**src/rtl/length_prefixed_message_ring_core_macros.svh**
```systemverilog
// ----------------------------------------------------------------------------
// length prefixed message ring - assertion macros
// shared concurrent assertion forms, clocked on clk_i, off during reset
// ----------------------------------------------------------------------------
`ifndef LENGTH_PREFIXED_MESSAGE_RING_CORE_MACROS_SVH
`define LENGTH_PREFIXED_MESSAGE_RING_CORE_MACROS_SVH

// property must hold on every clock edge
`define LPMR_ASSERT(lbl, prop, msg) \
  lbl: assert property (@(posedge clk_i) disable iff (!rst_ni) (prop)) else $error(msg);

// consequent must hold in the same cycle as the antecedent
`define LPMR_ASSERT_IMP(lbl, ante, cons, msg) \
  lbl: assert property (@(posedge clk_i) disable iff (!rst_ni) (ante) |-> (cons)) else $error(msg);

// consequent must hold in the cycle after the antecedent
`define LPMR_ASSERT_NXT(lbl, ante, cons, msg) \
  lbl: assert property (@(posedge clk_i) disable iff (!rst_ni) (ante) |=> (cons)) else $error(msg);

`endif

```
**src/rtl/lpmr_pkg.sv**
```systemverilog
// ----------------------------------------------------------------------------
// lpmr_pkg
// types, codes and widths shared by the message ring modules
// ----------------------------------------------------------------------------
package lpmr_pkg;

  localparam int unsigned KIND_W   = 2;
  localparam int unsigned LEN_W    = 16;
  localparam int unsigned BYTE_W   = 8;
  localparam int unsigned POS_W    = 10;
  localparam int unsigned STATUS_W = 3;
  localparam int unsigned CFG_W    = 11;

  // wide enough for length + header and pointer sums
  localparam int unsigned ARITH_W  = 18;

  localparam int unsigned RING_DEPTH_DEFAULT = 1024;
  localparam int unsigned RING_SIZE_RESET    = 1024;
  localparam int unsigned MIN_SIZE           = 8;
  // two header bytes plus two bytes of slack
  localparam int unsigned HDR_BYTES          = 2 + 2;

  localparam int unsigned TDATA_IN_W   = 40;
  localparam int unsigned TUSER_IN_W   = 3;
  localparam int unsigned TDATA_OUT_W  = 40;
  localparam int unsigned TUSER_OUT_W  = 3;
  localparam int unsigned TDATA_OUT_PAD = TDATA_OUT_W - BYTE_W - LEN_W - POS_W;

  typedef enum logic [KIND_W-1:0] {
    KIND_WR_OPEN = 2'd0,
    KIND_WR_BYTE = 2'd1,
    KIND_RD_OPEN = 2'd2,
    KIND_RD_BYTE = 2'd3
  } kind_e;

  typedef enum logic [STATUS_W-1:0] {
    STATUS_OK        = 3'd0,
    STATUS_NO_SPACE  = 3'd1,
    STATUS_EMPTY     = 3'd2,
    STATUS_OVER_CAP  = 3'd3,
    STATUS_BAD_LEN   = 3'd4,
    STATUS_NONE_OPEN = 3'd5,
    STATUS_BAD_START = 3'd6
  } status_e;

  typedef struct packed {
    kind_e              kind;
    logic [LEN_W-1:0]   msg_length;
    logic [BYTE_W-1:0]  data_byte;
    logic               peek;
    logic [POS_W-1:0]   start_position;
  } item_t;

  typedef struct packed {
    status_e            status;
    logic [BYTE_W-1:0]  read_data;
    logic [LEN_W-1:0]   length;
    logic               last;
    logic [POS_W-1:0]   next_position;
  } res_t;

endpackage

```
**src/rtl/lpmr_out_stage.sv**
```systemverilog
// ----------------------------------------------------------------------------
// lpmr_out_stage
// output register between the sequencer and the result stream
// ----------------------------------------------------------------------------
module lpmr_out_stage (
  input  logic           clk_i,
  input  logic           rst_ni,
  input  logic           in_valid_i,
  output logic           in_ready_o,
  input  lpmr_pkg::res_t res_i,
  output logic           out_valid_o,
  input  logic           out_ready_i,
  output lpmr_pkg::res_t res_o
);

  logic           valid_q, valid_d;
  lpmr_pkg::res_t data_q;

  assign in_ready_o = !valid_q || out_ready_i;

  always_comb begin
    valid_d = valid_q;
    if (in_valid_i && in_ready_o) begin
      valid_d = 1'b1;
    end else if (out_ready_i) begin
      valid_d = 1'b0;
    end
  end

  always_ff @(posedge clk_i or negedge rst_ni) begin
    if (!rst_ni) begin
      valid_q <= 1'b0;
    end else begin
      valid_q <= valid_d;
    end
  end

  always_ff @(posedge clk_i) begin
    if (in_valid_i && in_ready_o) begin
      data_q <= res_i;
    end
  end

  assign out_valid_o = valid_q;
  assign res_o       = data_q;

endmodule

```
**config.mk**
```make
export PLATFORM = sky130hd
export DESIGN_NAME = lpmr_out_stage
export DESIGN_NICKNAME = d
export VERILOG_FILES = /design/src/rtl/length_prefixed_message_ring_core_macros.svh /design/src/rtl/lpmr_pkg.sv /design/src/rtl/lpmr_out_stage.sv
export SDC_FILE = /design/constraint.sdc
export NUM_CORES = 1
export LEC_CHECK = 0
export BUFFER_PORTS_ARGS = -buffer_cell sky130_fd_sc_hd__buf_2
export CAP_MARGIN = 20
export CORE_ASPECT_RATIO = 0.75
export CORE_UTILIZATION = 40
export CTS_BUF_LIST = sky130_fd_sc_hd__clkbuf_16
export CTS_CLUSTER_DIAMETER = 100
export DETAILED_ROUTE_END_ITERATION = 8
export PLACE_DENSITY = 0.85
export SLEW_MARGIN = 5
export SYNTH_ARGS = -nofsm -noshare
export SYNTH_HDL_FRONTEND = slang
export SYNTH_SLANG_ARGS = --single-unit
```
**constraint.sdc**
```tcl
create_clock -name clk_i -period 1.7 [get_ports clk_i]
set_clock_uncertainty 0.15 [all_clocks]
set_input_delay 0.085 -clock clk_i [delete_from_list [all_inputs] [get_ports clk_i]]
set_output_delay 0.085 -clock clk_i [all_outputs]
set_load 0.02 [all_outputs]
```
* Word level (Yosys, flattened, before mapping)
Cells that the tools add are included.
Widths: inputs -> output; s select.
** Cells by class
- Reductions and logical operators :: 4
- Mux-type cells :: 2
** Operators by type and width (count)
- $mux 1 :: 2
- $reduce_bool 2->1 :: 1
- $logic_and 1x1->1 :: 1
- $logic_not 1->1 :: 1
- $logic_or 1x1->1 :: 1
** Word-level totals
- Register bits :: 39
- Input bits :: 42
- Logic and storage cells :: 12
- Output and inout bits :: 40

* Depth between registers and ports, before layout
Gate-level depths: netlist of run 1.
- Depth after elaboration :: 4
- Gate-level depth with buffers :: 2
- Depth with buffers taken out :: 2

* Least setup slack after synthesis of run 1
Ideal clock, no wire load.
- Path kind :: register to register
- Start :: register valid_q, in the netlist out_valid_o
- End :: register data_q (netlist bit res_o[0]) (enable)
- Period minus slack after synthesis :: 1.495 ns
- Setup slack :: 0.205 ns
- Cell stages (with the launch flop) :: 3
- Arrival time :: 0.995 ns
- Library setup time :: 0.350 ns
- Cells stage by stage :: dfrtp_1 > nand2b_4 > and2_4
** On the way
- Cells in the longest elaborated chain, start to end :: 3
** RTL lines
- from (decl) :: RTL line lpmr_out_stage.sv:16 : logic valid_q, valid_d;
- from (signal assigned) :: RTL line lpmr_out_stage.sv:34 : valid_q <= valid_d;
- $logic_not 1->1 :: RTL line lpmr_out_stage.sv:19 : assign in_ready_o = !valid_q || out_ready_i;
- $logic_or 1x1->1 :: RTL line lpmr_out_stage.sv:19
- named net in_ready_o :: RTL line lpmr_out_stage.sv:9 : output logic in_ready_o,
- $logic_and 1x1->1 :: RTL line lpmr_out_stage.sv:39 : if (in_valid_i && in_ready_o) begin
- to (signal assigned) :: RTL line lpmr_out_stage.sv:40 : data_q <= res_i;
- to (decl) :: RTL line lpmr_out_stage.sv:17 : lpmr_pkg::res_t data_q;
The timed path passes the listed nets, and every way through them passes these cells.
A chain may end at the register's enable or synchronous reset.

* Worst setup path after layout of run 1
- Start :: register valid_q, in the netlist out_valid_o
- End :: register data_q (netlist bit res_o[28]) (enable)
** On the way
- Cells in the longest elaborated chain, start to end :: 3
** RTL lines (RTL line)
- $logic_not 1->1 :: lpmr_out_stage.sv:19
- $logic_or 1x1->1 :: lpmr_out_stage.sv:19
- $logic_and 1x1->1 :: lpmr_out_stage.sv:39
Every way passes these cells.

==> reports/qor.txt, run 1 <==
RR Endpoint: res_o[28]
Remaining DRCs: 0
Routed vias: 886
Global-route usage over all layers: 23.0%
Dominant cell type by area after synthesis: sky130_fd_sc_hd__edfxtp_1
Weighted congestion at the end of routability-driven global placement: 0.710
Count of instances resized after the clock tree is built: 0
Final Slew Violations: 0
Minimum period implied by the final worst setup slack: 1.48 ns
Die width: 65.1 um
Number of fill cells: 157
TNS Setup: 0 ns
Startpoint of the worst-slack reg-to-reg timing path: out_valid_o
TritonCTS clock tree: built
Synth Cell Area: 1190 um2
Worst slew slack as a fraction of its limit: 68.1%
PnR worst setup slack: 0.219 ns
Endpoints failing setup: 0
VDD IR max: 0.728 mV
Fraction of power consumed by combinational cells: 12.0%
Number of global-route vias before repair: 959
# H-tree levels: 2
Power Density: 1040 nW/um2
FF+latch count, synth: 39
Area of the core: 2720 um2
Data required time at the worst endpoint: 1.46 ns
Floorplan die area: 3210 um2
Total count of hold-check failures in the final report: 0
Layout Cell Area excl Fill: 2210 um2
Warnings from Yosys: 0
Total of hold buffers inserted after clock tree synthesis: 42
Run status: finished clean
Top-area cell type share of the netlist area: 95.5%
Crit path depth: 2
Standard cell area after detailed placement: 1650 um2
Crit path kind: reg -> reg
Max-capacitance violation count: 0
Buffers inserted during post-CTS setup optimization: 0
Worst reg2reg setup slack: 0.22 ns
WL/cell: 16.1 um
Post-Syn Instances: 42
Share of post-route cells with drive strength above 1: 52.0%
Pin count of the biggest net entering global routing: 39
Crit path max-delay cell type: sky130_fd_sc_hd__and2_4
Placement row count: 16
Cell depth of the worst flop-to-flop path: 2
Clock Root Buffer: sky130_fd_sc_hd__clkbuf_16
Number of clock buffers inserted by TritonCTS: 5
Place WS: 0.226 ns
Switching Fraction: 21.8%
Most frequent standard cell in the layout excluding fill and tap cells: sky130_fd_sc_hd__buf_2
Average footprint of a synthesized cell: 28.4 um2
Launching element type of the critical path: register
Critical path capture point: res_o[28]
Number of antenna violations at the first check in global routing: 0
Post-synth net total: 84
Critical path cell sequence: nand2b_4 -> and2_4
Boundary Pins: 82
Pint: 1.79 mW
# port buffers: 81
Leading cell types in the layout, fill and taps excluded: sky130_fd_sc_hd__buf_2 (81), sky130_fd_sc_hd__dlygate4sd3_1 (42), sky130_fd_sc_hd__edfxtp_1 (38), sky130_fd_sc_hd__clkbuf_16 (5)
Class of the tightest hold or removal check: in -> reg
Gr ovfl total: 0
Clock insertion delay at the later pin of the skew report: 0.28 ns
Residual antenna-violating net count after detailed routing: 0
Clock-pin slew on the worst setup and hold paths: 0.06 ns
Total length of routed wires: 3.37 mm
Arr. time, crit path: 1.25 ns
Die H: 49.3 um
Worst Setup SP: out_valid_o
Stage delay of the slowest cell on the critical path: 0.45 ns
Ratio of final minimum period to clock period: 87.1%
Sequential share of power: 49.7%
Count of cell types in the netlist: 5
Leakage Power: 0.952 nW
Post-synthesis sequential area ratio: 97.6%
RSZ-0062 raised after global routing: no
Category of cells accounting for the largest share of critical-path delay: simple AND/OR/NAND/NOR gates
Worst Tran Pin Value: 0.478 ns
Net load switching power: 0.498 mW
Highest clock frequency the design can meet: 675 MHz
Crit path buffers/inverters: 0
Area delta synth->final: 84.7%
Antenna diodes: 0
Final Net Count: 214
Total iterations of the first detailed-routing run: 3
Number of DRC markers in iteration 0: 20
Max FO, Critical Path: 38
Clock tree buffer depth: 2
Clock power frac: 38.4%
Via/cell ratio: 4.24
Biggest area contributors in the synthesized netlist: sky130_fd_sc_hd__edfxtp_1 (95%), sky130_fd_sc_hd__dfrtp_1 (2.1%), sky130_fd_sc_hd__nand2b_4 (1.2%)
Number of clock sinks: 39
Crit path capture type: register
Global-route wire length before repair: 4.87 mm
Starting density of the core: 43.9%
[how the worst min path moves through the flow]
| stage | startpoint | end | slack [ns] | depth (start not counted) |
|---|---|---|---|---|
| after detailed placement | rst_ni | out_valid_o | -0.29 | 1 |
| final | res_i[17] | res_o[17] | 0.37 | 2 |
| after global routing | res_i[0] | res_o[0] | 0.36 | 2 |
| after CTS | res_i[30] | res_o[30] | 0.36 | 2 |
| after floorplan | rst_ni | out_valid_o | -0.36 | 0 |
| after global placement | rst_ni | out_valid_o | -0.29 | 1 |
[synthesized netlist by cell type]
library cell,count
sky130_fd_sc_hd__dfrtp_1,1
sky130_fd_sc_hd__and2_4,1
sky130_fd_sc_hd__nand2b_1,1
sky130_fd_sc_hd__edfxtp_1,38
sky130_fd_sc_hd__nand2b_4,1
[state kept, by name, indices dropped and copies added (netlist names)]
| register | count |
|---|---|
| out_valid_o | 1 |
| res_o | 38 |
[final cells by class]
cell class | count | area [um2] | area share, %
flip-flops and latches | 39 | 1170 | 52.8
clock inverters | 3 | 16.3 | 0.737
clock buffers | 5 | 125 | 5.67
repair buffers | 123 | 826 | 37.4
well taps | 36 | 45.0 | 2.04
multi-input cells | 3 | 28.8 | 1.30
[kinds of logic (layout without fill, tap and decap cells)]
kind of cell | count (synthesis) | in the layout | share of synthesized area, %
and+or+nand+nor | 3 | 3 | 2.41
DFF | 39 | 39 | 97.6
buffers and inverters | 0 | 131 | 0
[routing by layer]
layer | up-vias | share of wire (%) | GRT usage [%] | wire length [um]
met1 | 389 | 39 | 26.0 | 1310
met4 | 0 | 2.1 | 14.5 | 70
met5 | - | 0 | 0 | 0
met2 | 65 | 50 | 37.5 | 1670
li1 | 426 | - | - | -
met3 | 6 | 9.5 | 7.48 | 318
[stage by stage]
stage | hold slack, ns | std cells | total power [mW] | utilization [%]
floorplan | -0.361 | 42 | 1.25 | -
global placement | -0.290 | 159 | 1.34 | 60.4
detailed placement | -0.288 | 159 | 1.34 | 60.4
CTS | 0.360 | 209 | 2.28 | 81.1
global route | 0.362 | 209 | 2.36 | 81.1
finish | 0.369 | 209 | 2.29 | 81.1
[power groups by stage]
stage	sequential (mW)	clock [mW]	combinational [mW]
after global placement	1.15	0	0.186
after CTS	1.13	0.878	0.265
after detailed placement	1.15	0	0.192
final	1.14	0.877	0.273
after global routing	1.14	0.929	0.288
after floorplan	1.22	0	0.0251
Power figures use the tool's default switching activity.
==> run 2: changes to the inputs <==
- clock period: 1.7 -> 1.5 ns (I/O delays scaled with it)
==> run 2 against run 1 <==
  * Final cell count grew 0.96%
  * Hold slack lost 0.022 ns
  * Utilization grew 3.2 points
  * Die area is the same
  * Register-to-register slack lost 0.17 ns
  * Clock power grew 53%
  * Sequential cell count is the same
  * Power grew 30%
  * Via count grew 11%
  * First-iteration DRC count grew 65%
  * Count of clock-buffer cells in the layout is the same
  * Critical path type is now in -> reg
  * Largest cell class unchanged
  * Highest routed layer unchanged
==> reports/qor.txt, run 2 (synthesized netlist as in run 1, its figures left out) <==
Max FO, Critical Path: 2 (-95%)
Ratio of final minimum period to clock period: 99.4%
Launching element type of the critical path: input port
Crit path buffers/inverters: 3 (+3)
Fraction of power consumed by combinational cells: 11.4% (-0.6 points)
Routing usage on met1: 29.5% (+3.5 points)
Worst slew slack as a fraction of its limit: 89.4% (+21 points)
Footprint of the multi-input gates: 28.8 um2 (unchanged)
Number of global-route vias before repair: 1109 (+16%)
Routed vias: 983 (+11%)
Critical path cell sequence: dlygate4sd3_1 -> buf_2 -> nand2b_1 -> dlygate4sd3_1
Weighted congestion at the end of routability-driven global placement: 0.714 (+0.55%)
Total count of hold-check failures in the final report: 0 (unchanged)
Worst hold slack: 0.347 ns (-0.0219 ns)
# port buffers: 81 (unchanged)
Highest clock frequency the design can meet: 671 MHz
Antenna diodes: 0 (unchanged)
Buffers inserted during post-CTS setup optimization: 0 (unchanged)
Total power draw: 2.97 mW (+30%)
Total length of routed wires: 3.97 mm (+18%)
Boundary Pins: 82 (unchanged)
Clock power frac: 45.1% (+6.7 points)
RR Endpoint: out_valid_o
Worst reg2reg setup slack: 0.05 ns (-0.17 ns)
Placement row count: 16 (unchanged)
Standard cell area after detailed placement: 1690 um2 (+2.4%)
Max-capacitance violation count: 0 (unchanged)
Clock-pin slew on the worst setup and hold paths: 0.06 ns (about the same)
Leading cell types in the layout, fill and taps excluded: sky130_fd_sc_hd__buf_2 (81), sky130_fd_sc_hd__dlygate4sd3_1 (42), sky130_fd_sc_hd__edfxtp_1 (38), sky130_fd_sc_hd__clkbuf_16 (5)
Startpoint of the worst-slack reg-to-reg timing path: out_valid_o
Final Net Count: 216 (+0.93%)
Final Slew Violations: 0 (unchanged)
Pin count of the biggest net entering global routing: 22 (-44%)
Die width: 65.1 um (unchanged)
Final standard cell utilization of the core: 84.3% (+3.2 points)
Die H: 49.3 um (unchanged)
RSZ-0062 raised after global routing: no
Number of fill cells: 131 (-17%)
Crit path capture type: register
Minimum period implied by the final worst setup slack: 1.49 ns
Grt met2 use: 48.8% (+11 points)
# H-tree levels: 2 (unchanged)
Global routing's busiest layer: met2
Max FFs per register: 38 (unchanged)
Arr. time, crit path: 1.49 ns (+0.24 ns)
Class of the tightest hold or removal check: in -> reg
TNS Setup: 0 ns (unchanged)
Starting density of the core: 43.9% (unchanged)
Number of clock sinks: 39 (unchanged)
Clock Root Buffer: sky130_fd_sc_hd__clkbuf_16
Crit path kind: in -> reg
VDD IR max: 1.04 mV (+43%)
Crit path max-delay cell type: sky130_fd_sc_hd__dlygate4sd3_1
Clock insertion delay at the later pin of the skew report: 0.28 ns (about the same)
TritonCTS clock tree: built
Count of cells along the worst hold path: 4 (+2)
Layout Cell Area excl Fill: 2290 um2 (+4.0%)
Run status: finished clean
Global-route wire length before repair: 5.93 mm (+22%)
Global-route usage over all layers: 27.9% (+5.0 points)
Number of antenna violations at the first check in global routing: 0 (unchanged)
Stage delay of the slowest cell on the critical path: 0.59 ns (+0.14 ns)
Via/cell ratio: 4.66 (+9.9%)
Gr ovfl total: 0 (unchanged)
Category of cells accounting for the largest share of critical-path delay: buffers and inverters
Endpoints failing setup: 0 (unchanged)
Sequential share of power: 43.5% (-6.2 points)
Pint: 2.38 mW (+33%)
Clock tree buffer depth: 2 (unchanged)
Residual antenna-violating net count after detailed routing: 0 (unchanged)
Leakage Power: 0.994 nW (+4.4%)
Switching Fraction: 19.7% (-2.0 points)
Area used by sequential logic in the layout: 1170 um2 (unchanged)
Most frequent standard cell in the layout excluding fill and tap cells: sky130_fd_sc_hd__buf_2
Area of the core: 2720 um2 (unchanged)
Remaining DRCs: 0 (unchanged)
Detailed Place HPWL: 1.78 mm
Total iterations of the first detailed-routing run: 4 (+1)
Worst Hold End: res_o[26]
Most repeated library cell on the critical path: sky130_fd_sc_hd__dlygate4sd3_1
Power Density: 1290 nW/um2 (+25%)
Net load switching power: 0.586 mW (+18%)
WL/cell: 18.8 um (+17%)
Area delta synth->final: 92.0%
Hold path start: out_ready_i
Share of post-route cells with drive strength above 1: 52.6% (+0.55 points)
Cell depth of the worst flop-to-flop path: 3 (+1)
Worst Tran Pin Value: 0.159 ns (-0.319 ns)
Number of DRC markers in iteration 0: 33 (+65%)
Number of clock buffers inserted by TritonCTS: 5 (unchanged)
Data required time at the worst endpoint: 1.50 ns (+0.04 ns)
Floorplan die area: 3210 um2 (unchanged)
Met3 usage: 10.7% (+3.3 points)
## run 2: cell types whose count changed in the layout (fill, tap and decap cells not counted), sizes merged
cell      previous run  this run
bufinv               0         2
buf                 81        83
clkinv               1         0
clkinvlp             1         0
## run 2: per-stage QoR
stage | setup slack, ns | cells
after floorplan | 0.00495 | 42
after global placement | 0.258 | 161
after detailed placement | 0.219 | 161
after CTS | 0.120 | 211
after global routing | 0.0000243 | 211
final | 0.00927 | 211
## run 2: worst max path at each step
| stage | start | endpoint | slack, ns | cells after the start |
|---|---|---|---|---|
| after floorplan | out_valid_o | res_o[0] | 0.005 | 2 |
| after global placement | out_valid_o | res_o[17] | 0.26 | 3 |
| after detailed placement | out_valid_o | res_o[17] | 0.22 | 3 |
| after CTS | out_valid_o | out_valid_o | 0.12 | 3 |
| after global routing | in_valid_i | out_valid_o | 0.00002 | 4 |
| final | in_valid_i | out_valid_o | 0.009 | 4 |
## run 2: power by group through the flow
stage / sequential (mW) / combinational (mW) / clock [mW]
final: 1.29 / 0.338 / 1.34
after global routing: 1.29 / 0.354 / 1.40
after CTS: 1.29 / 0.322 / 1.35
after detailed placement: 1.31 / 0.237 / 0
after global placement: 1.30 / 0.229 / 0
after floorplan: 1.38 / 0.0284 / 0
## run 2: worst min-delay path, stage by stage
cell	delay (ns)
sky130_fd_sc_hd__buf_2	0.10
sky130_fd_sc_hd__nand2b_4	0.13
sky130_fd_sc_hd__and2_4	0.18
sky130_fd_sc_hd__buf_12	0.16
## run 2: final cells by class
| cell class | instances | area share [%] |
|---|---|---|
| Clock inverter | 3 | 2.78 |
| Sequential cell | 39 | 50.8 |
| Multi-Input combinational cell | 3 | 1.25 |
| Clock buffer | 5 | 5.45 |
| Tap cell | 36 | 1.96 |
| Timing Repair Buffer | 125 | 37.7 |
## run 2: repair_timing
item,4_1_cts,5_1_grt
hold buffers,42,0
resized for setup,0,0
endpoints found under the hold margin,40,0
## run 2: routing by layer
metal / wire [um] / up-vias
li1: - / 430
met4: 127 / 0
met5: 0 / -
met2: 2100 / 73
met3: 369 / 13
met1: 1380 / 467
==> run 3: changes to the inputs <==
- CORE_ASPECT_RATIO: 0.75 -> default
- CORE_UTILIZATION: 40 -> 42
- CTS_BUF_LIST: sky130_fd_sc_hd__clkbuf_16 -> sky130_fd_sc_hd__clkbuf_4
- PLACE_DENSITY: 0.85 -> 0.88
==> run 3 against run 2 <==
  * Die area is 4.7% lower
  * Clock power is 60% lower
  * Via count is 5.8% lower
  * Utilization is 1.0 points lower
  * Register-to-register slack better by 0.02 ns
  * Fmax is 4.2% higher
  * Routed wire length is 14% lower
  * Combinational power is 3% lower
  * Global-route usage is 3.8 points lower
  * Critical path depth is 1 lower
  * Power is 27% lower
  * Cell area is 6.1% lower
==> reports/qor.txt, run 3 (synthesized netlist as in run 1, its figures left out) <==
Run status: finished clean
Class of the tightest hold or removal check: in -> reg
Number of clock sinks: 39 (unchanged)
Boundary Pins: 82 (unchanged)
Pin count of the biggest net entering global routing: 21 (-4.5%)
Weighted congestion at the end of routability-driven global placement: 0.663 (-7.2%)
Count of instances resized after the clock tree is built: 0 (unchanged)
Fraction of power consumed by combinational cells: 15.3% (+3.9 points)
# port buffers: 81 (unchanged)
Number of clock buffers inserted by TritonCTS: 5 (unchanged)
Launching element type of the critical path: register
Number of global-route vias before repair: 1004 (-9.5%)
Total iterations of the first detailed-routing run: 4 (unchanged)
Clock tree buffer depth: 2 (unchanged)
Residual antenna-violating net count after detailed routing: 0 (unchanged)
Max-capacitance violation count: 0 (unchanged)
Global-route wire length before repair: 5.15 mm (-13%)
Pint: 1.61 mW (-32%)
Number of fill cells: 138 (+5.3%)
Floorplan die area: 3060 um2 (-4.7%)
WL/cell: 16.7 um (-11%)
Leakage Power: 0.926 nW (-6.8%)
Net load switching power: 0.541 mW (-7.6%)
VDD IR max: 1.04 mV (-0.29%)
Die H: 55.3 um (+12%)
Switching Fraction: 25.1% (+5.4 points)
Via/cell ratio: 4.52 (-3.0%)
Total count of hold-check failures in the final report: 0 (unchanged)
Leading cell types in the layout, fill and taps excluded: sky130_fd_sc_hd__buf_2 (81), sky130_fd_sc_hd__dlygate4sd3_1 (42), sky130_fd_sc_hd__edfxtp_1 (38), sky130_fd_sc_hd__clkbuf_4 (5)
Ratio of final minimum period to clock period: 95.4% (-4.0 points)
Endpoints failing setup: 0 (unchanged)
Placement row count: 18 (+2)
Max FFs per register: 38 (unchanged)
Max FO, Critical Path: 3 (+1)
Gr ovfl total: 0 (unchanged)
Clock insertion delay at the later pin of the skew report: 0.34 ns (+0.06 ns)
TritonCTS clock tree: built
Number of antenna violations at the first check in global routing: 0 (unchanged)
Minimum period implied by the final worst setup slack: 1.43 ns (-0.0598 ns)
Sequential share of power: 59.7% (+16 points)
# H-tree levels: 2 (unchanged)
Die width: 55.3 um (-15%)
Final Net Count: 216 (unchanged)
Data required time at the worst endpoint: 1.58 ns (+0.08 ns)
Crit path capture type: register
Highest clock frequency the design can meet: 699 MHz (+4.2%)
Worst hold slack: 0.255 ns (-0.0915 ns)
Crit path kind: reg -> reg
Worst slew slack as a fraction of its limit: 90.7% (+1.3 points)
Worst Tran Pin Value: 0.140 ns (-0.0192 ns)
TNS Setup: 0 ns (unchanged)
Routed vias: 926 (-5.8%)
Total length of routed wires: 3.42 mm (-14%)
Area of the core: 2590 um2 (-4.9%)
RSZ-0062 raised after global routing: no
Share of post-route cells with drive strength above 1: 53.1% (+0.57 points)
Number of DRC markers in iteration 0: 23 (-30%)
Remaining DRCs: 0 (unchanged)
Antenna diodes: 0 (unchanged)
Global-route usage over all layers: 24.1% (-3.8 points)
Arr. time, crit path: 1.51 ns (+0.02 ns)
Most frequent standard cell in the layout excluding fill and tap cells: sky130_fd_sc_hd__buf_2
Clock Root Buffer: sky130_fd_sc_hd__clkbuf_4
Area delta synth->final: 80.4%
Final Slew Violations: 0 (unchanged)
Clock power frac: 25.0% (-20 points)
Starting density of the core: 46.1% (+2.2 points)
Clock-pin slew on the worst setup and hold paths: 0.14 ns (+0.08 ns)
Power Density: 999 nW/um2 (-23%)
-- run 3: cell count changes in the layout (fill, tap and decap cells not counted), sizes merged --
cell      previous run  this run
clkinv               0         1
inv                  1         0
clkinvlp             0         2
bufinv               2         0
-- run 3: area by class of cell --
| type | count | area (um2) | area share, % |
|---|---|---|---|
| well taps | 30 | 37.5 | 1.74 |
| clock buffers | 5 | 37.5 | 1.74 |
| clock inverters | 3 | 20.0 | 0.929 |
| multi-input cells | 3 | 28.8 | 1.33 |
| flip-flops and latches | 39 | 1170 | 54.1 |
| repair buffers | 125 | 866 | 40.2 |
-- run 3: timing repair --
item / in CTS / in global routing
endpoints found under the setup margin: 0 / 0
hold endpoints to repair: 40 / 0
setup buffers: 0 / 0
hold buffers: 42 / 0
-- run 3: path summary, 6_finish.rpt --
kind                              from           to  slack, ns  cells after the start
min                        out_ready_i     res_o[8]       0.26                      4
max in group asynchronous       rst_ni  out_valid_o       0.65                      3
max                        out_valid_o  out_valid_o       0.07                      3
min in group asynchronous       rst_ni  out_valid_o       0.44                      3
max reg2reg                out_valid_o  out_valid_o       0.07                      3
min reg2reg                out_valid_o     res_o[8]       0.84                      3
-- run 3: through the flow --
step / worst slack [ns] / power, mW / cell area [um2] / util [%] / cells
after floorplan: 0.00495 / 1.41 / 1190 / - / 42
after global placement: 0.265 / 1.53 / 1680 / 64.8 / 155
after detailed placement: 0.222 / 1.54 / 1680 / 64.8 / 155
after CTS: 0.124 / 2.13 / 2160 / 83.2 / 205
after global routing: 0.0387 / 2.23 / 2160 / 83.2 / 205
final: 0.0691 / 2.15 / 2160 / 83.2 / 205
-- run 3: power groups by stage --
stage	Combinational (mW)	Sequential, mW	Clock, mW
after floorplan	0.0284	1.38	0
after global placement	0.229	1.30	0
after detailed placement	0.237	1.31	0
after CTS	0.321	1.28	0.524
after global routing	0.347	1.29	0.590
final	0.329	1.29	0.538
-- run 3: critical path: stages, from the launching register on --
cell and delay [ns]:
sky130_fd_sc_hd__dfrtp_1 0.43, sky130_fd_sc_hd__nand2b_4 0.10, sky130_fd_sc_hd__nand2b_1 0.07, sky130_fd_sc_hd__dlygate4sd3_1 0.57
-- run 3: metal layers --
metal  part of all wire [%]  global-route usage, %  routed length, um
met4                    1.2                   7.50                 40
met1                     40                   28.6               1380
met2                     50                   40.3               1720
met3                    8.2                   9.84                279
met5                      0                      0                  0
